===== config.mk =====
export PLATFORM = sky130hd
export DESIGN_NAME = npcs_dist_unit
export DESIGN_NICKNAME = d
export VERILOG_FILES = /design/src/hw/rtl/npcs_pkg.sv /design/src/hw/rtl/npcs_dist_unit.sv
export SDC_FILE = /design/constraint.sdc
export NUM_CORES = 2
export LEC_CHECK = 0
export BUFFER_PORTS_ARGS = -buffer_cell sky130_fd_sc_hd__buf_2
export CORE_AREA = 5 5 267 269
export CTS_CLUSTER_SIZE = 8
export DETAILED_ROUTE_END_ITERATION = 10
export DIE_AREA = 0 0 272 274
export PLACE_DENSITY = 0.72
export RECOVER_POWER = 25
export SLEW_MARGIN = 20
export SYNTH_ARGS = -nofsm -noshare
export SYNTH_HDL_FRONTEND = slang
export SYNTH_SLANG_ARGS = --single-unit

===== constraint.sdc =====
create_clock -name clk -period 9.7 [get_ports clk]
set_input_delay 0.485 -clock clk [delete_from_list [all_inputs] [get_ports clk]]
set_output_delay 0.485 -clock clk [all_outputs]
set_load 0.01 [all_outputs]

===== src/hw/rtl/npcs_pkg.sv =====
`default_nettype none

package npcs_pkg;

	// palette geometry
	localparam int PALETTE_ENTRIES = 256;
	localparam int ENTRY_W         = (PALETTE_ENTRIES > 1) ? $clog2(PALETTE_ENTRIES) : 1;
	localparam logic [ENTRY_W-1:0] LAST_ENTRY = ENTRY_W'(PALETTE_ENTRIES - 1);

	// field widths
	localparam int IDX_W   = 8;
	localparam int COLOR_W = 24;
	localparam int CH_W    = 8;
	localparam int NUM_CH  = 3;
	localparam int SQ_W    = 2 * CH_W;
	localparam int COST_W  = 4 * CH_W;
	localparam int DIST_W  = 34;

	// largest distance: three channels at 255^4
	localparam logic [DIST_W-1:0] MAX_DIST = 34'd12684751875;

	typedef enum logic {
		ACT_WRITE = 1'b0,
		ACT_QUERY = 1'b1
	} action_t;

	typedef enum logic [1:0] {
		MET_ABS  = 2'd0,
		MET_SQR  = 2'd1,
		MET_CUBE = 2'd2,
		MET_QUAD = 2'd3
	} metric_t;

	typedef enum logic [1:0] {
		ST_IDLE,
		ST_SCAN,
		ST_DRAIN,
		ST_RESULT
	} state_t;

	// one distance from the shared unit
	typedef struct packed {
		logic                valid;
		logic [ENTRY_W-1:0]  index;
		logic [DIST_W-1:0]   gap;
	} dist_res_t;

endpackage

`default_nettype wire


===== src/hw/rtl/npcs_dist_unit.sv =====
`default_nettype none

// Shared distance pipeline: one palette entry per cycle.
// s0 ram read, s1 abs diff, s2 square, s3 power/select, s4 channel sum.
module npcs_dist_unit (
	input  wire                                clk,
	input  wire                                arst_n,
	input  wire                                issue,
	input  wire  [npcs_pkg::ENTRY_W-1:0]       issue_idx,
	input  wire  [npcs_pkg::COLOR_W-1:0]       rdata,
	input  wire  [npcs_pkg::COLOR_W-1:0]       query,
	input  npcs_pkg::metric_t                  metric,
	output npcs_pkg::dist_res_t                res
);
	import npcs_pkg::*;

	logic                v_s0, v_s1, v_s2, v_s3, v_s4;
	logic [ENTRY_W-1:0]  idx_s0, idx_s1, idx_s2, idx_s3, idx_s4;
	logic [CH_W-1:0]     d_s1  [NUM_CH];
	logic [CH_W-1:0]     d_s2  [NUM_CH];
	logic [SQ_W-1:0]     sq_s2 [NUM_CH];
	logic [COST_W-1:0]   cost_s3 [NUM_CH];
	logic [DIST_W-1:0]   sum_s4;

	logic [CH_W-1:0]     diff [NUM_CH];
	logic [SQ_W-1:0]     opnd [NUM_CH];
	logic [COST_W-1:0]   prod [NUM_CH];
	logic [COST_W-1:0]   cost [NUM_CH];

	always_comb begin
		for (int k = 0; k < NUM_CH; k++) begin
			logic [CH_W-1:0] a, b;
			a = query[k*CH_W +: CH_W];
			b = rdata[k*CH_W +: CH_W];
			diff[k] = (a > b) ? (a - b) : (b - a);
		end
	end

	// one multiplier per lane: sq*d for cubes, sq*sq for fourth powers
	always_comb begin
		for (int k = 0; k < NUM_CH; k++) begin
			opnd[k] = (metric == MET_QUAD) ? sq_s2[k] : {{(SQ_W-CH_W){1'b0}}, d_s2[k]};
			prod[k] = {{(COST_W-SQ_W){1'b0}}, sq_s2[k]} * {{(COST_W-SQ_W){1'b0}}, opnd[k]};
			unique case (metric)
				MET_ABS:  cost[k] = {{(COST_W-CH_W){1'b0}}, d_s2[k]};
				MET_SQR:  cost[k] = {{(COST_W-SQ_W){1'b0}}, sq_s2[k]};
				default:  cost[k] = prod[k];
			endcase
		end
	end

	always_ff @(posedge clk or negedge arst_n) begin
		if (!arst_n) begin
			v_s0 <= 1'b0;
			v_s1 <= 1'b0;
			v_s2 <= 1'b0;
			v_s3 <= 1'b0;
			v_s4 <= 1'b0;
		end else begin
			v_s0 <= issue;
			v_s1 <= v_s0;
			v_s2 <= v_s1;
			v_s3 <= v_s2;
			v_s4 <= v_s3;
		end
	end

	always_ff @(posedge clk) begin
		idx_s0 <= issue_idx;
		idx_s1 <= idx_s0;
		idx_s2 <= idx_s1;
		idx_s3 <= idx_s2;
		idx_s4 <= idx_s3;
		for (int k = 0; k < NUM_CH; k++) begin
			d_s1[k]    <= diff[k];
			d_s2[k]    <= d_s1[k];
			sq_s2[k]   <= {{CH_W{1'b0}}, d_s1[k]} * {{CH_W{1'b0}}, d_s1[k]};
			cost_s3[k] <= cost[k];
		end
		sum_s4 <= DIST_W'(cost_s3[0]) + DIST_W'(cost_s3[1]) + DIST_W'(cost_s3[2]);
	end

	assign res.valid = v_s4;
	assign res.index = idx_s4;
	assign res.gap   = sum_s4;

endmodule

`default_nettype wire

==> results by group <==
Cells and area
  – Area taken by flip-flops and latches: approximately 0.0053 sq mm
  – Combined area of the multi-input logic cells: 0.03113 sq mm
  – Fillcell total: approximately 5800
  – Share of layout cells above drive strength 1: under 10%
  – Area growth from synthesis to final layout: 5.938%
  – Number of diodes: 0
  – Most frequent standard cell in the layout excluding fill and tap cells: inv_1
  – Nets: 5779
  – Most frequent cells in the layout: 932 x inv_1, 681 x fa_1, 543 x nand2_1, 476 x ha_1, 259 x dfxtp_1

Timing
  – RSZ-0062 raised after global routing: false
  – Minimum clock period: 7724 ps
  – Total of endpoints with negative setup slack in the final report: 0
  – Maximum operating frequency: ~130 MHz
  – Max_slew headroom: under 10%
  – Post-route clock period utilization: 79.62%
  – Worst Max-Slew Pin Slew: 1368 ps
  – Slew Viols, Final: 0
  – Post-Route Hold Slack: 34.57 ps
  – Worst-case clock skew: between 20 and 30 ps
  – Number of hold violations in the final report: 0
  – Setup TNS: 0 ps

Drt
  – Drt wl/cell: 16.98 um
  – Post-DRT Antenna Nets: 0
  – Final routed wirelength across all metal layers: approximately 93000 um
  – DRC marker count from the first detailed-route iteration: between 1500 and 2000
  – Remaining routing DRC violations: 0
  – Total iterations of the first detailed-routing run: 7
  – Routed via count divided by cell count: approximately 5.4
  – Vias: 29640

Critical path
  – Critical Path Sink Type: flip-flop
  – Critical Path AT: slightly above 8000 ps
  – Reg2reg start: sq_s2[0][23]
  – Startpoint type of the worst setup path: input pin
  – Worst Setup Path Type: in -> reg
  – Highest net fanout along the worst path: 95
  – Required time of the critical path: around 10000 ps
  – Launching instance or port of the critical path: metric[1]

Worst hold path
  – Startpoint of the most critical hold path: issue_idx[4]
  – Worst min path class: in -> reg

Clock tree
  – Clock tree buffer depth: 3
  – Reg clk slew, reported paths: around 50 ps
  – Total clock buffers created by CTS: 40
  – Number of buffers added for setup after CTS: 0
  – TritonCTS clock tree: done
  – Master cell of the clock root buffer: clkbuf_16
  – Clock H-tree levels: 2
  – Clock sink count: around 270
  – Count of instances resized after the clock tree is built: 0
  – Later-pin clock latency in the skew report: between 500 and 600 ps

Synth
  – Warnings from Yosys: 0
  – Synthesis-stage register bit count: approximately 270
  – Proportion of synthesized flip-flops having asynchronous set or reset: 1.887%
  – Post-Synthesis Cell Area: between 0.04 and 0.05 sq mm
  – Post-synthesis sequential area ratio: a little over an eighth
  – Number of distinct library cells after synthesis: ~70
  – Count of flip-flops with a built-in enable after synthesis: 0
  – Synthesized instance count: 4548
  – Prevailing post-synth register cell: dfxtp_1
  – Average instance area after synthesis: a little under 9 sq um

GRT
  – Global-route wire length before repair: about 160000 um
  – Antenna violations before repair: 1
  – Vias in the first global route: about 31000
  – Maximum number of pins on one net before global-route repair: 96
  – Remaining global-route overflow: 0
  – Gr usage total: around a quarter

Floorplanning
  – Effective utilization at floorplan: between 50% and 60%
  – Count of boundary I/O pins: roughly 100
  – Width of the die: 272 um
  – Number of core rows: 96
  – Overall die height: around 270 um
  – Die outline area: about 0.075 sq mm
  – Core Box Area: approximately 0.068 sq mm

Run status
  – Status: finished clean

Placement
  – Detail Placement HPWL: 73800 um
  – Placer's final routability congestion estimate: ~0.9
  – Input/output buffers: roughly 100

Job
  – Reported max-cap violation count: 0
## layer usage
layer  routed length, um  track usage (%)
met5                   0                0
met4                2864            6.893
met2               43530            43.25
met3                6013            3.859
met1               40240            34.62
## cell type report
cell class                 count  area share, %
clock buffer                  49          2.429
clock inverter                 5         0.1862
inverter                     933          8.142
multi-input combinational   3178          72.37
sequential                   265          12.39
tap                          882          2.566
timing repair buffer         143          1.917
## registers in the layout, indices dropped and copies added, names as in the netlist, 8 cells and up
register	flops
sq_s2	45
idx_s2	8
sum_s4	34
idx_s0	8
cost_s3	96
idx_s4	8
d_s2	21
idx_s3	8
idx_s1	8
d_s1	24
## synth_stat cells, types with 5 or more instances
master	number	area [sq um]
inv_1	932	3498
fa_1	681	13630
nand2_1	543	2038
ha_1	476	5956
dfxtp_1	260	5205
clkbuf_1	187	701.9
and2_1	171	1070
a21oi_1	166	830.8
nor2b_1	144	900.9
o21ai_0	133	665.6
nor2_1	112	420.4
xnor2_1	103	902.1
and3_1	81	506.7
xor2_1	69	604.3
a21o_1	66	495.5
nand3_1	63	315.3
mux2i_1	49	490.5
nand2b_1	40	250.2
o21a_1	30	225.2
o21bai_1	25	187.7
nand4_1	18	112.6
nor3_1	17	85.08
o211ai_1	17	127.6
a211oi_1	13	97.59
a31oi_1	13	81.33
buf_1	10	37.54
o31ai_1	8	60.06
a41oi_1	7	61.31
or2_2	7	43.79
and4_1	6	52.55
o2111ai_1	6	52.55
o31a_1	6	52.55
a2111oi_0	5	43.79
dfrtp_1	5	125.1
mux2_2	5	56.30
o211a_1	5	50.05
o221ai_1	5	43.79
## metrics by stage
stage	setup slack [ps]	utilization (%)	area, sq um	cells
floorplan	2646	-	40720	4579
CTS	2075	62.93	43010	5455
finish	1976	62.93	43010	5455
detailed placement	1518	61.26	41870	5399
global route	1593	62.93	43010	5455
global placement	1555	61.26	41870	5399
## final timing paths
path,end,slack [ps],depth (start not counted)
hold / removal,idx_s0[4],30,1
max in group asynchronous,v_s4,9190,2
hold reg to reg,idx_s1[1],320,0
setup reg to reg,cost_s3[0][61],2490,21
setup / recovery,cost_s3[0][61],1980,25
min in group asynchronous,v_s2,320,2
## cell families after synthesis
kind of cell	count (synthesis)	share of synthesized area, %
flops	265	13.13
xor+xnor	172	3.710
mux	55	1.384
compound gates	542	8.388
buf+inv	1136	10.53
other cells	2	0.01850
simple gates	1219	14.59
fa+ha+maj	1157	48.25
## worst max-delay path: stages
cell and delay (ps):
buf_2 560, inv_2 110, nor2_4 220, buf_12 440
nand2_1 100, nand2_1 590, nand2_1 180, fa_1 560
inv_1 50, fa_1 490, fa_1 590, fa_1 440
fa_1 500, inv_1 50, fa_1 490, inv_1 50
ha_1 340, a21oi_1 300, o21ai_0 130, a2111oi_0 570
o31a_1 220, o21ai_1 80, a21o_1 190, a21boi_1 160
mux2i_1 190
## what timing repair did
item / CTS / global route
endpoints found under the hold margin: 6 / 0
endpoints found under the setup margin: 0 / 0
hold buffers: 2 / 0
Power is left out: the tool's default activity adds up to more than one toggle a clock period on the data nets, which glitch-free logic cannot reach.
